$ cat config.mk
export PLATFORM = sky130hd
export DESIGN_NAME = r2q_queue
export DESIGN_NICKNAME = d
export VERILOG_FILES = /design/src/hdl/r2q_queue.sv
export SDC_FILE = /design/constraint.sdc
export NUM_CORES = 1
export LEC_CHECK = 0
export BUFFER_PORTS_ARGS = -buffer_cell sky130_fd_sc_hd__buf_2
export CORE_MARGIN = 10
export CORE_UTILIZATION = 44
export CTS_CLUSTER_SIZE = 14
export DETAILED_ROUTE_END_ITERATION = 16
export PLACE_DENSITY = 0.69
export SLEW_MARGIN = 20
export SYNTH_ARGS = -nofsm -noshare
export SYNTH_HDL_FRONTEND = slang
export SYNTH_SLANG_ARGS = --single-unit
$ cat constraint.sdc
create_clock -name clk -period 1.3 [get_ports clk]
set_clock_uncertainty 0.1 [all_clocks]
set_input_delay 0.065 -clock clk [delete_from_list [all_inputs] [get_ports clk]]
set_output_delay 0.065 -clock clk [all_outputs]
set_load 0.02 [all_outputs]
$ cat src/hdl/r2q_queue.sv
// two-entry queue between front end and back end
`default_nettype none
module r2q_queue #(
	parameter int W = 8
) (
	input  wire logic         clk,
	input  wire logic         arst_n,
	input  wire logic         push_valid,
	output logic              push_ready,
	input  wire logic [W-1:0] push_data,
	output logic              pop_valid,
	input  wire logic         pop_ready,
	output logic [W-1:0]      pop_data
);
	logic [W-1:0] data_q [0:1];
	logic         wptr_q, rptr_q;
	logic [1:0]   count_q;
	logic         push, pop;

	assign push_ready = (count_q != 2'd2);
	assign pop_valid  = (count_q != 2'd0);
	assign pop_data   = data_q[rptr_q];
	assign push = push_valid && push_ready;
	assign pop  = pop_valid && pop_ready;

	always_ff @(posedge clk or negedge arst_n) begin
		if (!arst_n) begin
			wptr_q  <= 1'b0;
			rptr_q  <= 1'b0;
			count_q <= 2'd0;
		end else begin
			if (push) wptr_q <= !wptr_q;
			if (pop) rptr_q <= !rptr_q;
			count_q <= count_q + {1'b0, push} - {1'b0, pop};
		end
	end

	always_ff @(posedge clk) begin
		if (push) data_q[wptr_q] <= push_data;
	end
endmodule
`default_nettype wire

==> metrics.md <==
| Metric | Value |
|---|---|
| Multi-input gate area | 273 um^2 |
| Global-route wire length before repair | 2760 um |
| Via count | 553 |
| Clk slew on worst S/H paths | 0.10 ns |
| Post-synth ARST share | 20.0% |
| Tcrit/Tclk final | 113% |
| # fillers | 119 |
| DR pass1 iterations | 3 |
| Yosys top cell by area | edfxtp_1 |
| Initial antenna violation count | 0 |
| Overall Global Routing Usage | 8.65% |
| Die area | 0.00396 mm^2 |
| Slew Limit Headroom | 81.0% |
| Max cap viols | 0 |
| Routed vias/inst | 4.65 |
| Top-count cell post-synth | edfxtp_1 |
| Maximum VDD drop | 1.62 mV |
| Fin. Hold Viols | 0 |
| Slowest cell on the critical path | dfrtp_2 |
| Largest net degree at the start of global routing | 12 |
| Met2 Use GR | 14.6% |
| Crit. End Element | output port |
| Antenna Cells | 0 |
| CP required | 1.13 ns |
| Placed instance area | 983 um^2 |
| Rows | 15 |
| Crit path depth | 3 |
| Slew Limit Fails | 0 |
| Ys Warns | 0 |
| Remaining global-route overflow | 0 |
| Syn Inst Count | 47 |
| Leakage | 0.530 nW |
| DRC Markers | 0 |
| Die Ht | 62.9 um |
| Top FF cell, synth | edfxtp_1 |
| Cell Chain, Critical Path | buf_6 > mux2_2 > buf_6 |
| Initial Util | 46.9% |
| Hold Path Depth | 3 |
| Sequential cell area fraction in the yosys report | 71.7% |
| DR iter-0 viols | 8 |
| Clock Sinks | 20 |
| R2r startpoint | count_q[0] |
| Yosys cell types | 17 |
| Sum Neg Setup Slack | -2.15 ns |
| Final Critical Period | 1.47 ns |
| Flop and latch count out of synthesis | 20 |
| Clk_lat worst skew | 0.30 ns |
| Met3 Use GR | 5.20% |
| Number of global-route vias before repair | 593 |
| Placer congestion estimate | 0.711 |
| Startpoint types | flip-flop |
| Critical path fanouts, max | 5 |
| Worst-margin pin slew | 0.285 ns |
| P per Cell Area | 2160 mW/mm^2 |
| CP max stage delay | 0.40 ns |
| Max Clock Freq | 682 MHz |
| CTS Buffer Depth | 2 |
| Area Overhead vs Synth | 60.6% |
| CTS H-Tree Depth | 1 |
| Total CTS buffers | 3 |
| Worst hold path class | input port to flip-flop |
| Unrepaired setup endpoints after global routing | true |
| Setup Crit Path Kind | flip-flop to output port |
| Layout cells sized above 1 | 58.5% |
| I/O Buffers | 21 |
| CP arrival | 1.30 ns |
| Core Area | 0.00173 mm^2 |
| WL final | 1730 um |
| Worst Path Buf+Inv | 2 |
| Largest delay share family, worst path | flip-flops |
| R2R depth | 4 |
| Main area contributors after synthesis | edfxtp_1, dfrtp_1, mux2_2, xnor2_1, nor4bb_2 |
| Nets | 108 |
| Final setup margin | -0.166 ns |
| Most used cell, CP | buf_6 |
| Root Buffer | clkbuf_4 |
| Most Crowded Layer GR | met2 |
| DP Wirelength | 1020 um |
| Violated checks | setup timing |
| Fin area | 0.00130 mm^2 |
| Post-synth top cells | edfxtp_1, mux2_2, dfrtp_1, nor2_1, xnor2_1 |
| Detail Route Antenna Nets | 0 |
| CTS tree | yes |
| Post-synth EDFFs | 16 |
| Reg area | 583 um^2 |
| Number of setup violations in the final report | 28 |
| Status | finished, violations left |
| Met1 global-route usage | 8.71% |
| Mapped cell area | 810 um^2 |
| Internal reg-to-reg setup slack | -0.08 ns |
| Total design power | 2.81 mW |
| Worst setup path start | rptr_q |
| Top-area cell type share of the netlist area | 59.4% |
| Io pins | 22 |
| Die Width | 62.9 um |
| Hold Path Origin | push_valid |
| Syn Nets | 60 |
| Mapped Avg Cell Area | 17.2 um^2 |
| Routed len/inst | 14.5 um |
| Dpl ws | -0.0403 ns |
## flip-flops by register name, indices dropped and copies added, names as in the netlist
signal / flops
wptr_q: 1
rptr_q: 1
data_q: 16
count_q: 2
## path summary, 6_finish.rpt
kind | end
min in group asynchronous | rptr_q
min reg2reg | wptr_q
max | pop_data[5]
min | count_q[1]
max in group asynchronous | count_q[1]
max reg2reg | data_q[0][2]
## worst reg2reg max path, stage by stage (launching register included)
cell and delay [ns]:
dfrtp_1 0.42, buf_6 0.11, nand2b_4 0.13, nand2_4 0.06
nor2_4 0.24
## final cells by class
class                           count  share of cell area, %
Timing Repair Buffer               44                   29.7
Multi-Input combinational cell     26                   21.0
Sequential cell                    20                   44.9
Tap cell                           25                   2.41
Clock buffer                        3                   1.73
Clock inverter                      1                  0.289
## cell usage in the layout (no fill, tap or decap), drive strengths merged
cell	n
clkbuf	3
nand3	1
ha	1
and3	1
dlygate4sd3	11
nor2	3
nor2b	1
mux2	8
nand2	2
nor4bb	1
clkinv	1
or2	1
a311oi	1
buf	33
o21ba	1
nand2b	1
xnor2	3
dfrtp	4
o21ai	1
edfxtp	16
## stage by stage
stage          utilization (%)  hold WS [ns]  instances
4_1_cts                   73.8         0.107        117
6_report                  75.3         0.157        119
2_1_floorplan                -        -0.331         47
3_5_place_dp              57.0        -0.222         95
5_1_grt                   75.3         0.167        119
3_3_place_gp              57.0        -0.223         95
## per-layer routing
metal,vias to the layer above,routed length [um]
met1,265,679
met2,16,886
met4,0,14
met5,-,0
li1,270,-
met3,2,147
## kinds of logic (layout without fill, tap and decap cells)
kind of cell             Yosys count  after routing  share of synthesized area, %
AO/OA/AOI/OAI                      3              3                          3.71
XOR/XNOR                           3              3                          3.25
adder cells (fa/ha/maj)            1              1                          1.55
buffers and inverters              1             48                         0.618
flip-flops                        20             20                          71.7
multiplexers                       8              8                          11.1
AND/OR/NAND/NOR                   11             11                          8.04
## power breakdown
part / leakage (nW) / total, mW / internal, mW / switching (mW)
combinational: 0.321 / 1.51 / 0.876 / 0.629
clock: 0.0154 / 0.287 / 0.112 / 0.175
sequential: 0.194 / 1.01 / 0.899 / 0.114
total: 0.530 / 2.81 / 1.89 / 0.919
## what timing repair did
item	4_1_cts	5_1_grt
endpoints found under the hold margin	21	0
setup endpoints to repair	19	28
hold buffers	11	0
buffers inserted	7	2
pin swaps	7	3
resized for setup	32	3
Note: power is estimated with default switching activity, not from simulation.
