<file path="src/hdl/r2q_pkg.sv">
// shared types and constants for the rotation matrix to quaternion block
`default_nettype none
package r2q_pkg;

	localparam int ElemW = 16;
	localparam int NumW  = 17;
	localparam int CompW = 16;
	localparam int CompMax = 32767;
	localparam int CompMinMag = 32768;

	// component that comes straight from the root
	typedef enum logic [1:0] {
		SEL_X = 2'd0,
		SEL_Y = 2'd1,
		SEL_Z = 2'd2,
		SEL_W = 2'd3
	} sel_t;

	typedef logic signed [NumW-1:0] num_t;

	// classified word: numerators still to be divided, in component order, chosen one skipped
	typedef struct packed {
		logic bad;
		sel_t sel;
		num_t na;
		num_t nb;
		num_t nc;
	} tag_t;

endpackage
`default_nettype wire

</file>
<file path="src/hdl/r2q_front.sv">
// front end: takes a matrix, picks the branch, forms radicand and numerators
`default_nettype none
module r2q_front #(
	parameter int FRAC_BITS = 14
) (
	input  wire logic                     clk,
	input  wire logic                     arst_n,
	input  wire logic                     in_valid,
	output logic                          in_ready,
	input  wire logic signed [15:0]       r00,
	input  wire logic signed [15:0]       r01,
	input  wire logic signed [15:0]       r02,
	input  wire logic signed [15:0]       r10,
	input  wire logic signed [15:0]       r11,
	input  wire logic signed [15:0]       r12,
	input  wire logic signed [15:0]       r20,
	input  wire logic signed [15:0]       r21,
	input  wire logic signed [15:0]       r22,
	output logic                          f_valid,
	input  wire logic                     f_ready,
	output r2q_pkg::tag_t                 f_tag,
	output logic [((FRAC_BITS+2 > 19) ? FRAC_BITS+2 : 19)-2:0] f_rad
);
	localparam int RSW = (FRAC_BITS + 2 > 19) ? FRAC_BITS + 2 : 19;
	localparam int RW  = RSW - 1;
	localparam logic signed [RSW-1:0] ONE = {{(RSW-1){1'b0}}, 1'b1} << FRAC_BITS;

	logic signed [RSW-1:0] e00, e11, e22, trace, rad;
	logic                  tr_pos, bad;
	r2q_pkg::sel_t         sel;
	r2q_pkg::num_t         na, nb, nc;
	logic                  v_s1;
	r2q_pkg::tag_t         tag_s1;
	logic [RW-1:0]         rad_s1;

	always_comb begin
		e00 = RSW'(r00);
		e11 = RSW'(r11);
		e22 = RSW'(r22);
		trace = e00 + e11 + e22;
		tr_pos = (trace > 0);
		if (tr_pos) begin
			sel = r2q_pkg::SEL_W;
			rad = trace + ONE;
			na = 17'(r21) - 17'(r12);
			nb = 17'(r02) - 17'(r20);
			nc = 17'(r10) - 17'(r01);
		end else if ((r22 > r11 && r11 > r00) || (r22 > r00 && !(r11 > r00))) begin
			sel = r2q_pkg::SEL_Z;
			rad = e22 - e00 - e11 + ONE;
			na = 17'(r02) + 17'(r20);
			nb = 17'(r12) + 17'(r21);
			nc = 17'(r10) - 17'(r01);
		end else if (r11 > r00) begin
			sel = r2q_pkg::SEL_Y;
			rad = e11 - e22 - e00 + ONE;
			na = 17'(r01) + 17'(r10);
			nb = 17'(r21) + 17'(r12);
			nc = 17'(r02) - 17'(r20);
		end else begin
			sel = r2q_pkg::SEL_X;
			rad = e00 - e11 - e22 + ONE;
			na = 17'(r10) + 17'(r01);
			nb = 17'(r20) + 17'(r02);
			nc = 17'(r21) - 17'(r12);
		end
		bad = !tr_pos && (rad <= 0);
	end

	assign in_ready = !v_s1 || f_ready;

	always_ff @(posedge clk or negedge arst_n) begin
		if (!arst_n) begin
			v_s1 <= 1'b0;
		end else if (in_ready) begin
			v_s1 <= in_valid;
		end
	end

	always_ff @(posedge clk) begin
		if (in_valid && in_ready) begin
			tag_s1.bad <= bad;
			tag_s1.sel <= sel;
			tag_s1.na  <= na;
			tag_s1.nb  <= nb;
			tag_s1.nc  <= nc;
			rad_s1     <= rad[RW-1:0];
		end
	end

	assign f_valid = v_s1;
	assign f_tag   = tag_s1;
	assign f_rad   = rad_s1;
endmodule
`default_nettype wire

</file>
<file path="config.mk">
export PLATFORM = sky130hd
export DESIGN_NAME = r2q_front
export DESIGN_NICKNAME = d
export VERILOG_FILES = /design/src/hdl/r2q_pkg.sv /design/src/hdl/r2q_front.sv
export SDC_FILE = /design/constraint.sdc
export NUM_CORES = 1
export LEC_CHECK = 0
export BUFFER_PORTS_ARGS = -buffer_cell sky130_fd_sc_hd__buf_4
export CAP_MARGIN = 0
export CORE_MARGIN = 5
export CORE_UTILIZATION = 50
export DETAILED_ROUTE_END_ITERATION = 16
export HOLD_SLACK_MARGIN = 0.15
export PLACE_DENSITY = 0.77
export SETUP_SLACK_MARGIN = 0.1
export SYNTH_ARGS = -nofsm -noshare
export SYNTH_HDL_FRONTEND = slang
export SYNTH_SLANG_ARGS = --single-unit
</file>
<file path="constraint.sdc">
create_clock -name clk -period 6.4 [get_ports clk]
set_input_delay 0.96 -clock clk [delete_from_list [all_inputs] [get_ports clk]]
set_output_delay 0.96 -clock clk [all_outputs]
set_load 0.01 [all_outputs]
</file>
==> qor.yml <==
final_layout:
  post-route-util_pct: 59.2
  regArea_mm2: 0.00219
  nNetsFinal: 2501
  multiInputGateArea_mm2: 0.0118
  layout-drive-gt1-share_pct: 15.2
  synthToLayoutAreaGrowth_pct: 17.0
  antennaDiodeCount: 0
  fillers: 2653
placed_design:
  hpwlAfterDp_um: 40300
  preCtsSetupSlack_ns: 0.0350
  gp_congestion: 1.06
  port_buffers: 221
yosys:
  synth_cell_type_count: 75
  syn_area_mm2: 0.0150
  synthTopCellsByCount: "ha_1 (294), inv_1 (220), a21oi_1 (141)"
  async_flop_share_pct: 1.37
  yosys.area_share.simple_pct: 14.4
  synthMuxAreaShare_pct: 2.57
  synth-adder-area-share_pct: 35.0
  synth_most_common_cell: "ha_1"
  synth_top_area_share_pct: 24.6
  syn_avg_cell_area_um2: 8.50
  synth_nets: 2280
  synth_top_family_by_area: "adder cells"
  yosys-top-cells-area: "ha_1 (25%), edfxtp_1 (14%), fa_1 (10%)"
  yosys.area.top_type: "ha_1"
  yosys_warnings: 0
  synth_compound_area_share_pct: 19.1
  synth_edf_count: 72
  ys_seq_area_share_pct: 14.6
  synthFlopType: "edfxtp_1"
  syn_inst: 1760
  synth-seq-cells: 73
  synth_xor_xnor_area_share_pct: 7.38
detailed_routing:
  dr.pass1.iters: 5
  wl_per_cell_um: 19.8
  drc_errors: 0
  postRouteAntennaNets: 0
  via_per_inst: 5.77
  wl_um: 47100
  drt_iter0_drc: 1352
  vias: 13719
setup_path:
  worstPathRequired_ns: 6.50
  crit_path_frequent_cell: "a21oi_1"
  worstSetupPathType: "in2reg"
  r2r_setup_slack_ns: 4.65
  worstPathArrival_ns: 5.91
  cp-end-kind: "flop"
  crit_slowest_cell: "fa_1"
  cp_max_fo: 37
  path_buf_inv: 3
  crit_family: "compound AO/OA/AOI/OAI gates"
  startpoint_type: "primary input"
  max_stage_delay_ns: 0.50
timing:
  fin_setup_tns_ns: 0
  rsz0062_at_grt: "false"
  worst_pin_slew_ns: 1.03
  timing.final.crit_share_pct: 90.8
  fin_crit_ns: 5.81
  relSlewSlack_pct: 29.3
  finalHoldViolCount: 0
  drv_slew: 0
  finalWorstSetupSlack_ns: 0.591
  whs_ns: 0.380
  setup_viol: 0
  clock_skew_ns: 0.00684
  fmaxAchievable_mhz: 172
clocking:
  worstSkewPairLatency_ns: 0.35
  cts_buffers: 9
  htree_levels: 3
  cts_tree: "yes"
  ctsResizeCount: 0
  cts_root_buf: "clkbuf_16"
  cts_setup_buffers: 0
  ctsHoldBuffers: 0
  path_clk_slew_ns: 0.07
  cts_buffer_depth: 2
  clkSinkCount: 73
status:
  status: "finished clean"
global_route:
  grt_pass1_vias: 13201
  grt_max_degree: 73
  track_usage_pct: 27.2
  grt-ovfl-total: 0
  grt_pass1_wl_um: 72500
  antenna_found_initial: 1
floorplanning:
  die_h_um: 183
  core_mm2: 0.0296
  dieArea_mm2: 0.0335
  num_rows: 63
  start_util_pct: 50.6
  io_pins: 222
  die_w_um: 183
pwr:
  vdd_drop_max_v: 0.000142
  power_density_mw_per_mm2: 219
  leakage_nw: 8.46
hold_path:
  hold_path.class: "in2async"
run:
  maxCapViolCount: 0
-- path summary, 6_finish.rpt --
check                           startpoint  cells past startpoint        end
worst max-delay path                r00[1]                     25  f_tag[19]
worst min-delay path                arst_n                      1    f_valid
worst max register to register     f_valid                      2   f_rad[6]
worst min register to register     f_valid                      2    f_valid
max in group asynchronous           arst_n                      1    f_valid
min in group clk                   f_valid                      2    f_valid
-- area by class of cell --
cell class              instances  area share, %
clock inverters                 7          0.443
repair buffers                256           11.0
well taps                     390           2.79
multi-input cells            1419           67.2
flip-flops and latches         73           12.5
inverters                     222           4.76
clock buffers                   9           1.29
-- layer usage --
layer  GRT usage [%]  up-vias  wire, µm
met4            5.42        0       921
met5               0        -         0
met1            41.6     6512     21500
met3            3.35       47      4350
li1                -     6539         -
met2            41.4      621     20400
-- cells in the final DEF (no fill, tap or decap), drive strengths merged, types with 27 or more instances in the layout --
cell type,synthesis,layout
nand2b,28,28
nand2,106,106
nor3,43,43
o21ai,98,98
buf,17,256
nor2b,31,31
fa,78,78
edfxtp,72,72
ha,294,294
nor2,118,118
a21oi,141,141
xnor2,100,100
inv,222,225
nand3,27,27
-- through the flow --
step	area (µm²)	total power, W	cells
finish	17500	0.00384	2376
global route	17500	0.00410	2376
CTS	17500	0.00379	2376
detailed placement	17200	0.00325	2360
global placement	17200	0.00321	2360
floorplan	15000	0.00239	1760
-- worst register-to-register path, stage by stage (launching register included) --
cell and delay [ns]:
dfrtp_1 0.38, nand2b_1 0.12, and2_4 0.78
-- cells by family after synthesis --
kind of cell    after synthesis
xor+xnor                    126
flops                        73
buf+inv                     268
mux                          37
compound gates              444
fa+ha+maj                   372
simple gates                440
-- sequential cells by signal, summed over array words and instances (netlist names) --
register	flops
f_valid	1
f_rad	18
f_tag	54
-- power by group --
group	switching, W	internal [W]
registers	0.0000659	0.000679
clock network	0.000223	0.000306
logic	0.00148	0.00108
total	0.00177	0.00207
Note: power is estimated with default switching activity, not from simulation.
